`src/rtl/fqre_pkg.sv`:
```
// Shared types and codes for the free-slot quarantine block.
// Used by the front, back and top-level modules; depends on nothing.
package fqre_pkg;

  localparam int unsigned AddrW = 64;
  localparam int unsigned SizeW = 32;
  localparam int unsigned HeldW = 37;
  localparam int unsigned OutCntW = 6;
  localparam int unsigned CfgIdxW = 3;
  localparam int unsigned CfgDataW = 32;

  localparam logic [2:0] KIND_EVICT = 3'd0;
  localparam logic [2:0] KIND_ACCEPT = 3'd1;
  localparam logic [2:0] KIND_REJECT = 3'd2;
  localparam logic [2:0] KIND_BYPASS = 3'd3;
  localparam logic [2:0] KIND_PURGE = 3'd4;

  localparam logic [CfgIdxW-1:0] REG_CAPACITY = 3'd0;
  localparam logic [CfgIdxW-1:0] REG_DEFERRED = 3'd1;
  localparam logic [CfgIdxW-1:0] REG_ENABLED = 3'd2;
  localparam logic [CfgIdxW-1:0] REG_PAUSED = 3'd3;
  localparam logic [CfgIdxW-1:0] REG_ZAPPING = 3'd4;

  typedef enum logic [1:0] {
    CLS_PURGE,
    CLS_BYPASS,
    CLS_REJECT,
    CLS_INSERT
  } cls_e;

  typedef struct packed {
    logic             func;
    logic [AddrW-1:0] slot_addr;
    logic [SizeW-1:0] slot_size;
    logic             direct_mapped;
    logic [31:0]      random_value;
  } req_t;

  typedef struct packed {
    logic [2:0]         kind;
    logic [AddrW-1:0]   out_addr;
    logic [SizeW-1:0]   entry_size;
    logic               zap;
    logic [HeldW-1:0]   held_bytes;
    logic [OutCntW-1:0] held_count;
    logic [31:0]        miss_total;
    logic               last;
  } result_t;

  typedef struct packed {
    cls_e             cls;
    logic [AddrW-1:0] addr;
    logic [SizeW-1:0] size;
    logic [31:0]      rnd;
    logic [SizeW-1:0] target;
    logic             deferred;
    logic             zap;
  } work_t;

endpackage

```
`src/rtl/fqre_ram.sv`:
```
// Generic single-write, single-read RAM with registered read data.
// No dependencies.
module fqre_ram #(
  parameter int unsigned WIDTH = 96,
  parameter int unsigned DEPTH = 32
) (
  input  logic                     clk_i,
  input  logic                     we_i,
  input  logic [$clog2(DEPTH)-1:0] waddr_i,
  input  logic [WIDTH-1:0]         wdata_i,
  input  logic [$clog2(DEPTH)-1:0] raddr_i,
  output logic [WIDTH-1:0]         rdata_o
);

  logic [WIDTH-1:0] mem_q [DEPTH];
  logic [WIDTH-1:0] rdata_q;

  always_ff @(posedge clk_i) begin
    if (we_i) begin
      mem_q[waddr_i] <= wdata_i;
    end
    rdata_q <= mem_q[raddr_i];
  end

  assign rdata_o = rdata_q;

endmodule

```
`src/rtl/fqre_mod.sv`:
```
// Bit-serial remainder unit: dividend modulo a small divisor, one bit a cycle.
// No dependencies.
module fqre_mod #(
  parameter int unsigned DivW = 6
) (
  input  logic            clk_i,
  input  logic            rst_ni,
  input  logic            start_i,
  input  logic [31:0]     dividend_i,
  input  logic [DivW-1:0] divisor_i,
  output logic            done_o,
  output logic [DivW-1:0] rem_o
);

  logic            run_q, run_d;
  logic [4:0]      cnt_q, cnt_d;
  logic [31:0]     dvd_q, dvd_d;
  logic [DivW-1:0] div_q, div_d;
  logic [DivW-1:0] rem_q, rem_d;
  logic [DivW:0]   trial;
  logic            done;

  always_comb begin
    run_d = run_q;
    cnt_d = cnt_q;
    dvd_d = dvd_q;
    div_d = div_q;
    rem_d = rem_q;
    done = 1'b0;
    trial = {rem_q, dvd_q[31]};
    if (trial >= {1'b0, div_q}) begin
      trial = trial - {1'b0, div_q};
    end
    if (start_i) begin
      run_d = 1'b1;
      cnt_d = '0;
      dvd_d = dividend_i;
      div_d = divisor_i;
      rem_d = '0;
    end else if (run_q) begin
      rem_d = trial[DivW-1:0];
      dvd_d = {dvd_q[30:0], 1'b0};
      cnt_d = cnt_q + 5'd1;
      if (cnt_q == 5'd31) begin
        run_d = 1'b0;
        done = 1'b1;
      end
    end
  end

  always_ff @(posedge clk_i or negedge rst_ni) begin
    if (!rst_ni) begin
      run_q <= 1'b0;
      cnt_q <= '0;
    end else begin
      run_q <= run_d;
      cnt_q <= cnt_d;
    end
  end

  always_ff @(posedge clk_i) begin
    dvd_q <= dvd_d;
    div_q <= div_d;
    rem_q <= rem_d;
  end

  assign done_o = done;
  assign rem_o = rem_d;

endmodule

```
`src/rtl/fqre_front.sv`:
```
// Front end: configuration registers, request classification and a two-item queue.
// Depends on fqre_pkg.
module fqre_front (
  input  logic                            clk_i,
  input  logic                            rst_ni,
  input  logic                            start,
  output logic                            busy,
  input  fqre_pkg::req_t                  req_i,
  input  logic                            cfg_valid_i,
  output logic                            cfg_ready_o,
  input  logic [fqre_pkg::CfgIdxW-1:0]    cfg_index_i,
  input  logic [fqre_pkg::CfgDataW-1:0]   cfg_data_i,
  output logic                            q_valid_o,
  output fqre_pkg::work_t                 q_item_o,
  input  logic                            q_pop_i
);

  logic [fqre_pkg::SizeW-1:0] cap_q;
  logic deferred_q, enabled_q, paused_q, zapping_q;

  fqre_pkg::work_t slot_q [2];
  fqre_pkg::work_t item;
  logic wr_ptr_q, rd_ptr_q;
  logic [1:0] cnt_q;
  logic push, pop;

  assign cfg_ready_o = 1'b1;
  assign busy = (cnt_q == 2'd2);
  assign push = start && !busy;
  assign pop = q_pop_i && (cnt_q != 2'd0);

  always_ff @(posedge clk_i or negedge rst_ni) begin
    if (!rst_ni) begin
      cap_q <= '0;
      deferred_q <= 1'b0;
      enabled_q <= 1'b0;
      paused_q <= 1'b0;
      zapping_q <= 1'b0;
    end else if (cfg_valid_i) begin
      unique case (cfg_index_i)
        fqre_pkg::REG_CAPACITY: cap_q <= cfg_data_i;
        fqre_pkg::REG_DEFERRED: deferred_q <= cfg_data_i[0];
        fqre_pkg::REG_ENABLED: enabled_q <= cfg_data_i[0];
        fqre_pkg::REG_PAUSED: paused_q <= cfg_data_i[0];
        fqre_pkg::REG_ZAPPING: zapping_q <= cfg_data_i[0];
        default: ;
      endcase
    end
  end

  always_comb begin
    item.addr = req_i.slot_addr;
    item.size = req_i.slot_size;
    item.rnd = req_i.random_value;
    item.target = cap_q - req_i.slot_size;
    item.deferred = deferred_q;
    item.zap = zapping_q;
    priority if (req_i.func) begin
      item.cls = fqre_pkg::CLS_PURGE;
    end else if (!enabled_q || paused_q || req_i.direct_mapped) begin
      item.cls = fqre_pkg::CLS_BYPASS;
    end else if (cap_q < req_i.slot_size) begin
      item.cls = fqre_pkg::CLS_REJECT;
    end else begin
      item.cls = fqre_pkg::CLS_INSERT;
    end
  end

  always_ff @(posedge clk_i or negedge rst_ni) begin
    if (!rst_ni) begin
      wr_ptr_q <= 1'b0;
      rd_ptr_q <= 1'b0;
      cnt_q <= '0;
    end else begin
      if (push) begin
        wr_ptr_q <= !wr_ptr_q;
      end
      if (pop) begin
        rd_ptr_q <= !rd_ptr_q;
      end
      cnt_q <= cnt_q + {1'b0, push} - {1'b0, pop};
    end
  end

  always_ff @(posedge clk_i) begin
    if (push) begin
      slot_q[wr_ptr_q] <= item;
    end
  end

  assign q_valid_o = (cnt_q != 2'd0);
  assign q_item_o = slot_q[rd_ptr_q];

`ifndef SYNTHESIS
  assert property (@(posedge clk_i) disable iff (!rst_ni) cnt_q <= 2'd2)
    else $error("Queue fill count out of range.");
`endif

endmodule

```
`src/rtl/fqre_back.sv`:
```
// Back end: runs queued items against the entry table and emits results.
// Depends on fqre_pkg, fqre_ram and fqre_mod.
module fqre_back #(
  parameter int unsigned TABLE_DEPTH = 32,
  parameter int unsigned MAX_EVICT_PER_INSERT = 32
) (
  input  logic                clk_i,
  input  logic                rst_ni,
  input  logic                q_valid_i,
  input  fqre_pkg::work_t     q_item_i,
  output logic                q_pop_o,
  output logic                result_valid_o,
  output fqre_pkg::result_t   result_o
);

  localparam int unsigned CntW = $clog2(TABLE_DEPTH + 1);
  localparam int unsigned AW = $clog2(TABLE_DEPTH);
  localparam int unsigned EntW = fqre_pkg::AddrW + fqre_pkg::SizeW;
  localparam int unsigned HeldW = fqre_pkg::HeldW;

  localparam logic [2:0] S_IDLE = 3'd0;
  localparam logic [2:0] S_PCHK = 3'd1;
  localparam logic [2:0] S_PEV = 3'd2;
  localparam logic [2:0] S_ICHK = 3'd3;
  localparam logic [2:0] S_IEV = 3'd4;
  localparam logic [2:0] S_DIV = 3'd5;
  localparam logic [2:0] S_SW1 = 3'd6;
  localparam logic [2:0] S_SW2 = 3'd7;

  logic [2:0] state_q, state_d;
  logic [CntW-1:0] count_q, count_d;
  logic [HeldW-1:0] held_q, held_d;
  logic [31:0] miss_q, miss_d;
  logic [CntW-1:0] evict_q, evict_d;
  fqre_pkg::work_t cur_q, cur_d;
  logic res_valid_q, res_valid_d;
  fqre_pkg::result_t res_q, res_d;

  logic we;
  logic [AW-1:0] waddr, raddr;
  logic [EntW-1:0] wdata, rdata;
  logic [fqre_pkg::AddrW-1:0] rd_addr;
  logic [fqre_pkg::SizeW-1:0] rd_size;
  logic div_start, div_done;
  logic [CntW-1:0] pick;
  logic full, over;
  logic [CntW-1:0] back_idx;

  assign rd_addr = rdata[EntW-1:fqre_pkg::SizeW];
  assign rd_size = rdata[fqre_pkg::SizeW-1:0];
  assign back_idx = count_q - 1'b1;
  assign full = (32'(count_q) >= 32'(TABLE_DEPTH));
  assign over = (held_q > HeldW'(cur_q.target)) &&
                (!cur_q.deferred || (32'(evict_q) < 32'(MAX_EVICT_PER_INSERT)));

  fqre_ram #(
    .WIDTH(EntW),
    .DEPTH(TABLE_DEPTH)
  ) u_ram (
    .clk_i   (clk_i),
    .we_i    (we),
    .waddr_i (waddr),
    .wdata_i (wdata),
    .raddr_i (raddr),
    .rdata_o (rdata)
  );

  fqre_mod #(
    .DivW(CntW)
  ) u_mod (
    .clk_i      (clk_i),
    .rst_ni     (rst_ni),
    .start_i    (div_start),
    .dividend_i (cur_q.rnd),
    .divisor_i  (count_q + 1'b1),
    .done_o     (div_done),
    .rem_o      (pick)
  );

  always_comb begin
    state_d = state_q;
    count_d = count_q;
    held_d = held_q;
    miss_d = miss_q;
    evict_d = evict_q;
    cur_d = cur_q;
    res_valid_d = 1'b0;
    res_d = res_q;
    q_pop_o = 1'b0;
    we = 1'b0;
    waddr = '0;
    wdata = '0;
    raddr = '0;
    div_start = 1'b0;
    unique case (state_q)
      S_IDLE: begin
        if (q_valid_i) begin
          q_pop_o = 1'b1;
          cur_d = q_item_i;
          evict_d = '0;
          unique case (q_item_i.cls)
            fqre_pkg::CLS_PURGE: state_d = S_PCHK;
            fqre_pkg::CLS_INSERT: state_d = S_ICHK;
            fqre_pkg::CLS_REJECT: begin
              miss_d = miss_q + 32'd1;
              res_valid_d = 1'b1;
              res_d.kind = fqre_pkg::KIND_REJECT;
              res_d.out_addr = q_item_i.addr;
              res_d.entry_size = q_item_i.size;
              res_d.last = 1'b1;
            end
            default: begin
              res_valid_d = 1'b1;
              res_d.kind = fqre_pkg::KIND_BYPASS;
              res_d.out_addr = q_item_i.addr;
              res_d.entry_size = q_item_i.size;
              res_d.last = 1'b1;
            end
          endcase
        end
      end
      S_PCHK: begin
        if (count_q != '0) begin
          raddr = back_idx[AW-1:0];
          count_d = back_idx;
          state_d = S_PEV;
        end else begin
          res_valid_d = 1'b1;
          res_d.kind = fqre_pkg::KIND_PURGE;
          res_d.out_addr = '0;
          res_d.entry_size = '0;
          res_d.last = 1'b1;
          state_d = S_IDLE;
        end
      end
      S_PEV, S_IEV: begin
        held_d = held_q - HeldW'(rd_size);
        res_valid_d = 1'b1;
        res_d.kind = fqre_pkg::KIND_EVICT;
        res_d.out_addr = rd_addr;
        res_d.entry_size = rd_size;
        res_d.last = 1'b0;
        state_d = (state_q == S_PEV) ? S_PCHK : S_ICHK;
      end
      S_ICHK: begin
        if ((count_q != '0) && (full || over)) begin
          raddr = back_idx[AW-1:0];
          count_d = back_idx;
          evict_d = evict_q + 1'b1;
          state_d = S_IEV;
        end else begin
          div_start = 1'b1;
          state_d = S_DIV;
        end
      end
      S_DIV: begin
        if (div_done) begin
          raddr = pick[AW-1:0];
          state_d = S_SW1;
        end
      end
      S_SW1: begin
        we = 1'b1;
        waddr = count_q[AW-1:0];
        wdata = rdata;
        state_d = S_SW2;
      end
      default: begin
        we = 1'b1;
        waddr = pick[AW-1:0];
        wdata = {cur_q.addr, cur_q.size};
        count_d = count_q + 1'b1;
        held_d = held_q + HeldW'(cur_q.size);
        res_valid_d = 1'b1;
        res_d.kind = fqre_pkg::KIND_ACCEPT;
        res_d.out_addr = cur_q.addr;
        res_d.entry_size = cur_q.size;
        res_d.last = 1'b1;
        state_d = S_IDLE;
      end
    endcase
    res_d.zap = (res_d.kind == fqre_pkg::KIND_ACCEPT) && cur_q.zap;
    res_d.held_bytes = held_d;
    res_d.held_count = fqre_pkg::OutCntW'(count_d);
    res_d.miss_total = miss_d;
  end

  always_ff @(posedge clk_i or negedge rst_ni) begin
    if (!rst_ni) begin
      state_q <= S_IDLE;
      count_q <= '0;
      held_q <= '0;
      miss_q <= '0;
      evict_q <= '0;
      res_valid_q <= 1'b0;
    end else begin
      state_q <= state_d;
      count_q <= count_d;
      held_q <= held_d;
      miss_q <= miss_d;
      evict_q <= evict_d;
      res_valid_q <= res_valid_d;
    end
  end

  always_ff @(posedge clk_i) begin
    cur_q <= cur_d;
    res_q <= res_d;
  end

  assign result_valid_o = res_valid_q;
  assign result_o = res_q;

`ifndef SYNTHESIS
  assert property (@(posedge clk_i) disable iff (!rst_ni) 32'(count_q) <= 32'(TABLE_DEPTH))
    else $error("Entry count exceeds the table depth.");
  assert property (@(posedge clk_i) disable iff (!rst_ni)
      (res_valid_q && !res_q.last) |-> (res_q.kind == fqre_pkg::KIND_EVICT))
    else $error("Only evictions may precede the final result of an item.");
  assert property (@(posedge clk_i) disable iff (!rst_ni)
      (res_valid_q && res_q.kind != fqre_pkg::KIND_ACCEPT) |-> !res_q.zap)
    else $error("Zap set on a result other than an accepted slot.");
  assert property (@(posedge clk_i) disable iff (!rst_ni)
      (state_q == S_SW2) |-> (32'(pick) <= 32'(count_q)))
    else $error("Swap position beyond the new entry.");
`endif

endmodule

```
`src/rtl/free_quarantine_random_evict.sv`:
```
// Top level of the free-slot quarantine with random placement.
// Depends on fqre_pkg, fqre_front and fqre_back.
//
// A request is taken when start is high and busy is low; up to two requests wait
// in a queue while the back end works. Every result appears for exactly one cycle
// with result_valid_o and cannot be stalled. A bypassed or rejected free gets its
// result straight from idle; a purge evicts every held entry from the table's back;
// an insert evicts back entries while the table is full or over target, then swaps
// in at a slot from the one-bit-per-cycle remainder unit and registered RAM read.
module free_quarantine_random_evict #(
  parameter int unsigned TABLE_DEPTH = 32,
  parameter int unsigned MAX_EVICT_PER_INSERT = 32
) (
  input  logic                          clk_i,
  input  logic                          rst_ni,
  input  logic                          start,
  output logic                          busy,
  input  fqre_pkg::req_t                req_i,
  output logic                          result_valid_o,
  output fqre_pkg::result_t             result_o,
  input  logic                          cfg_valid_i,
  output logic                          cfg_ready_o,
  input  logic [fqre_pkg::CfgIdxW-1:0]  cfg_index_i,
  input  logic [fqre_pkg::CfgDataW-1:0] cfg_data_i
);

  logic q_valid, q_pop;
  fqre_pkg::work_t q_item;

  fqre_front u_front (
    .clk_i       (clk_i),
    .rst_ni      (rst_ni),
    .start       (start),
    .busy        (busy),
    .req_i       (req_i),
    .cfg_valid_i (cfg_valid_i),
    .cfg_ready_o (cfg_ready_o),
    .cfg_index_i (cfg_index_i),
    .cfg_data_i  (cfg_data_i),
    .q_valid_o   (q_valid),
    .q_item_o    (q_item),
    .q_pop_i     (q_pop)
  );

  fqre_back #(
    .TABLE_DEPTH(TABLE_DEPTH),
    .MAX_EVICT_PER_INSERT(MAX_EVICT_PER_INSERT)
  ) u_back (
    .clk_i          (clk_i),
    .rst_ni         (rst_ni),
    .q_valid_i      (q_valid),
    .q_item_i       (q_item),
    .q_pop_o        (q_pop),
    .result_valid_o (result_valid_o),
    .result_o       (result_o)
  );

endmodule
```
`config.mk`:
```
export PLATFORM = sky130hd
export DESIGN_NAME = free_quarantine_random_evict
export DESIGN_NICKNAME = d
export VERILOG_FILES = /design/src/rtl/fqre_pkg.sv /design/src/rtl/fqre_ram.sv /design/src/rtl/fqre_mod.sv /design/src/rtl/fqre_front.sv /design/src/rtl/fqre_back.sv /design/src/rtl/free_quarantine_random_evict.sv
export SDC_FILE = /design/constraint.sdc
export NUM_CORES = 2
export LEC_CHECK = 0
export BUFFER_PORTS_ARGS = -buffer_cell sky130_fd_sc_hd__buf_2
export CAP_MARGIN = 10
export CORE_MARGIN = 3
export CORE_UTILIZATION = 60
export CTS_CLUSTER_SIZE = 16
export DETAILED_ROUTE_END_ITERATION = 6
export PLACE_DENSITY = 0.75
export SYNTH_ARGS = -nofsm -noshare
export SYNTH_HDL_FRONTEND = slang
export SYNTH_SLANG_ARGS = --single-unit
```
`constraint.sdc`:
```
create_clock -name clk_i -period 18.36 [get_ports clk_i]
set_clock_uncertainty 0.15 [all_clocks]
set_input_delay 1.836 -clock clk_i [delete_from_list [all_inputs] [get_ports clk_i]]
set_output_delay 1.836 -clock clk_i [all_outputs]
set_load 0.01 [all_outputs]
```
Word-level counts from Yosys, hierarchy flattened
Memories as Yosys holds them, arrays and structs flattened. A register that Yosys moved wholly into a read port is not among the register bits.
Cells that the tools add are included.

storage, ports and cells
  input bits = 169
  output and inout port bits = 179
  word-level logic and storage cells = 168
  memories = 2
  flip-flop bits (word level) = 513
  RAM bits = 3400

memories
  memory              depth  width  read ports  clocked after Yosys merged registers in  write ports  RTL line          source
  u_back.u_ram.mem_q  32     96     1           1                                        1            fqre_ram.sv:15    logic [WIDTH-1:0] mem_q [DEPTH];
  u_front.slot_q      2      164    1           0                                        1            fqre_front.sv:21  fqre_pkg::work_t slot_q [2];

cells by class
  bitwise logic cells = 1
  multiplexer cells = 58
  reduce and logical (&&, ||, !) cells = 36
  equal/unequal tests = 21
  magnitude comparators = 5
  add/subtract/negate cells = 11

operators by type and width
  operator                                                         count
  99-bit case mux with 4 select lines                              1
  99-bit two-way mux                                               2
  99-bit case mux with 2 select lines                              1
  96-bit case mux with 2 select lines                              1
  32-bit two-way mux                                               5
  37-bit case mux with 2 select lines                              1
  37-bit by 32-bit adder with 37-bit output                        1
  37-bit by 32-bit greater-than comparator with 1-bit output       1
  37-bit by 32-bit subtractor with 37-bit output                   1
  5-bit two-way mux                                                7
  32-bit by 1-bit adder with 32-bit output, second input constant  1
  32-bit < comparator                                              1
  32-bit subtractor                                                1
  6-bit two-way mux                                                5
  1-bit two-way mux                                                21
  3-bit case mux with 6 select lines                               1
  6-bit case mux with 3 select lines                               1
  5-bit case mux with 3 select lines                               1
  6-bit by 1-bit adder with 6-bit output, second input constant    2
  3-bit by 2-bit == test with 1-bit output, second input constant  4
  3-bit == test, second input constant                             4
  6-bit case mux with 2 select lines                               1
  2-bit AND reduction                                              6
  5-bit case mux with 2 select lines                               1
  33 further kinds                                                 61

Depth between registers and ports, before layout
  depth in word-level cells = 10
  gate-level depth with buffers = 24
  depth with buffers taken out = 22

Modules after synthesis
A second synthesis with hierarchy kept.

unflattened totals
  cells, all modules = 8477
  area total of the unflattened synthesis = 156511.4 µm²

modules (own cells, without submodules)
  module      area an instance (µm²)  times used  cells each  seq. area each (µm²)
  fqre_ram    118492.4                1           5604        94170.3
  fqre_back   20203.1                 1           1776        11486.0
  fqre_front  15432.3                 1           926         10850.4
  fqre_mod    2383.5                  1           171         1411.4

Least setup slack after synthesis
Ideal clock, no wire load.

  path type = input to register
  from = in start
  to = mem u_front.slot_q[0][0] (netlist bit) (enable)
  stages on the path = 2
  path buffers = 0
  path slack = 8790 ps
  library setup time = 690 ps
  data arrival time = 8730 ps
  data required time = 17520 ps
  cell sequence = nand2_1 -> nor2_1

on the way
  cells in the longest elaborated chain, start to end = 3

ends and longest elaborated chain
  item                                     RTL line                            source
  start, declared                          free_quarantine_random_evict.sv:16  input logic start,
  1-bit logical AND                        fqre_front.sv:29                    assign push = start && !busy;
  1-bit two-way mux                        fqre_front.sv:86                    if (push) begin
  1-bit two-way mux (implied by the code)  fqre_front.sv:87                    slot_q[wr_ptr_q] <= item;
  end, declared                            fqre_front.sv:21

No other way between the ends.

Worst setup path in the final report
  from = reg u_back.held_q[26]
  to = mem u_back.u_ram.mem_q[7][52] (enable)

on the way
  cells in the longest elaborated chain, start to end = 8

ends and longest elaborated chain
  item                                                        RTL line          source
  start, declared                                             fqre_back.sv:32   logic [HeldW-1:0] held_q, held_d;
  start signal, assigned                                      fqre_back.sv:199  held_q <= held_d;
  37-bit by 32-bit greater-than comparator with 1-bit output  fqre_back.sv:53   assign over = (held_q > HeldW'(cur_q.target)) &&
  1-bit logical AND                                           fqre_back.sv:53
  1-bit logical OR                                            fqre_back.sv:146  if ((count_q != '0) && (full || over)) begin
  1-bit logical AND                                           fqre_back.sv:146
  1-bit two-way mux                                           fqre_back.sv:146
  1-bit two-way mux                                           fqre_back.sv:95   unique case (state_q)
  5-bit two-way mux                                           fqre_mod.sv:34    if (start_i) begin
  via u_back.pick[1]                                          fqre_back.sv:45   logic [CntW-1:0] pick;
  5-bit case mux with 2 select lines                          fqre_back.sv:95
  end, declared                                               fqre_ram.sv:15

The timed path passes the listed nets, and every way through them passes these cells.

==> results.yml <==
synth:
  yosys.area_share.simple_pct: 10.3
  synth.most_common_cell: "edfxtp_1"
  seq_area_frac_synth_pct: 75.1
  synth_top_cells_by_area: "edfxtp_1, nand2_1, mux2i_1"
  synthXorXnorAreaFrac_pct: 0.736
  synth-edff-count: 3697
  async_flop_share_pct: 3.27
  synth_top_area_cell: "edfxtp_1"
  synthAdderAreaFrac_pct: 1.00
  synth_common_cells: "edfxtp_1, nand2_1, nand3_1"
  synth_top_area_share_pct: 70.7
  ys_ff_latch: 4009
  synth_ff_type: "edfxtp_1"
  synthMuxAreaShare_pct: 3.44
  syn_inst: 11200
  synth-warning-count: 0
  synth_compound_area_share_pct: 7.34
  synth_nets: 11500
  synthDistinctLibCells: 88
  synth_top_family_by_area: "simple AND/OR/NAND/NOR gates"
  synth_area_sq_um: 157000
  syn_area_per_cell_sq_um: 14.0
route:
  dr.first_iter.drc_count: 16400
  via_per_inst: 6.67
  drc: 2
  firstDrtPassIters: 7
  totalWireLength_microns: 476000
  vias: 102000
  wl_per_cell_microns: 31.0
  antenna_left: 0
die:
  die_w_microns: 518
  die_h_microns: 518
  dieArea_sq_um: 268000
  ios: 348
  rows: 187
  initial_core_util_pct: 60.4
  core_sq_um: 260000
setup_path:
  ff2ff_path_depth: 16
  required_ns: 18.71
  critPathCaptureType: "register"
  path_class: "register to register"
  cp-start-kind: "register"
  r2r_start: "u_back.held_q[26]"
  crit_fanout: 45
  reg2reg_to: "u_back.u_ram.mem_q[7][52]"
  r2r_slack_ns: 10.42
  cp_data_arrival_time_ns: 8.28
power_and_ir_drop:
  peakVddDrop_uv: 192
  p_per_area_nw_per_um2: 178
  power_mw: 31.4
  p_leak_nw: 62.5
timing:
  fin_setup_tns_ns: 0
  tightest_slew_ns: 1.40
  fmax_ghz: 0.126
  setup_violations: 0
  rsz0062_at_grt: "no"
  relSlewSlack_pct: 6.89
  fin_crit_sh_pct: 43.2
  final-hold-violation-count: 0
  slew_viol_final: 0
  timing.hold.ws_ns: 0.319
  final.min_clock_period_ns: 7.94
global_routing:
  antenna_found_initial: 22
  top_usage_layer: "met2"
  grt_overflow: 0
  use_met1_pct: 46.5
  use_met3_pct: 7.17
  grt_use_met2_pct: 52.9
  grt_use_total_pct: 34.6
  grt_max_degree: 151
  grt_pass1_wl_microns: 679000
  grt_pass1_vias: 98600
final_layout:
  syn_to_final_growth_pct: 12.5
  nets: 11800
  final_area_sq_um: 177000
  stdcell_count: 15400
  layout-drive-gt1-share_pct: 11.9
  fillers: 17000
clock_network:
  htreeDepth: 5
  numCtsBuffers: 389
  cts_setup_buffers: 0
  clk_latency_ns: 0.94
  cts_tree: "yes"
  ctsHoldBuffers: 0
  clock_sink_count: 4009
  clock_path_buffers: 4
  cts-root-buf: "clkbuf_16"
  clk_pin_slew_ns: 0.06
  ctsResizeCount: 0
job:
  drv_cap: 0
placed_design:
  postPlaceCellArea_sq_um: 163000
  place_inst: 14600
  io_buffers: 346
  hpwl_microns: 268000
  gp_congestion: 0.923
min_path:
  hold_end: "u_back.miss_q[31]"
  hold_class: "register to register"
  holdPathStages: 1
  min-delay-start: "u_back.miss_q[31]"
run_status:
  violations: "design-rule violations"
  status: "finished, violations left"
how the worst max path moves through the flow:
stage	startpoint	end	slack (ns)
3_5_place_dp	u_back.held_q[26]	u_back.u_ram.mem_q[7][36]	10.65
4_1_cts	u_back.held_q[26]	u_back.u_ram.mem_q[7][52]	10.58
6_report	u_back.held_q[26]	u_back.u_ram.mem_q[7][52]	10.42
5_1_grt	u_back.held_q[26]	u_back.u_ram.mem_q[7][22]	10.18
2_1_floorplan	start	u_front.slot_q[0][0]	8.79
3_3_place_gp	u_back.held_q[26]	u_back.u_ram.mem_q[7][40]	10.71
stage by stage:
step / setup slack (ns) / util [%]
final: 10.42 / 68.0
after global routing: 10.18 / 68.0
after CTS: 10.58 / 67.8
after detailed placement: 10.65 / 62.8
after global placement: 10.71 / 62.8
after floorplan: 8.79 / -
sequential cells by signal, summed over array words and instances, names as in the netlist, 5 cells and up:
name / cells
u_back.u_mod.cnt_q: 5
u_back.result_o: 176
u_back.held_q: 37
u_back.count_q: 6
u_back.u_ram.rdata_o: 96
u_back.cur_q: 162
u_back.u_mod.dvd_q: 32
u_back.evict_q: 6
u_back.u_mod.div_q: 6
u_back.u_mod.rem_q: 6
u_back.miss_q: 32
u_front.slot_q: 328
u_back.u_ram.mem_q: 3072
u_front.cap_q: 32
cells in the final DEF, fill, tap and decap left out, types with 79 or more instances in the layout:
cell type,instances
edfxtp_1,3697
nand2_1,2392
nand3_1,718
a21oi_1,541
clkbuf_16,400
mux2i_1,387
buf_2,345
nor2_1,254
o21ai_0,228
buf_4,212
inv_1,209
a31oi_1,197
dfxtp_1,181
a22oi_1,166
mux2_2,135
dfrtp_1,130
ha_1,121
and3_1,111
a22o_1,91
clkbuf_1,79
power breakdown:
part	total [mW]	switching, mW	leakage [nW]	internal [mW]
Combinational	11.3	8.11	19.5	3.16
Sequential	12.0	0.704	36.8	11.3
Clock	8.11	3.41	6.34	4.70
Total	31.4	12.2	62.5	19.2
metal layers:
metal,vias up,part of all wire [%]
met5,-,0.018
met3,1611,13
li1,42500,-
met1,50300,35
met2,8052,45
met4,12,7.1
worst max-delay path, cell delays in order, from the launching register on:
cell,delay (ns)
dfrtp_1,0.40
ha_1,0.33
nand4_1,0.14
o21ai_0,0.20
a211oi_1,0.07
o31ai_1,0.79
nor3_1,0.18
o21bai_1,0.49
nand2b_2,0.84
inv_1,0.09
buf_4,0.24
a21oi_1,0.18
a22oi_1,0.13
nand2b_1,0.57
nor2_4,0.95
buf_4,0.75
buf_4,0.77
final cells by class:
cell class / count / area [sq um] / share of cell area [%]
Multi-Input combinational cell: 6320 / 36500 / 20.6
Timing Repair Buffer: 597 / 4180 / 2.37
Clock buffer: 510 / 10700 / 6.07
Antenna cell: 7 / 17.5 / 0.00991
Sequential cell: 4009 / 118000 / 66.7
Tap cell: 3496 / 4370 / 2.48
Inverter: 210 / 788 / 0.446
Clock inverter: 210 / 2240 / 1.27
logic make-up (layout without fill, tap and decap cells):
logic type | count (synthesis) | after routing
fa+ha+maj | 124 | 124
compound gates | 1737 | 1737
mux | 523 | 523
other cells | 1 | 8
buf+inv | 848 | 1527
flops | 4009 | 4009
xor+xnor | 132 | 132
simple gates | 3803 | 3803
Power figures use the tool's default switching activity.
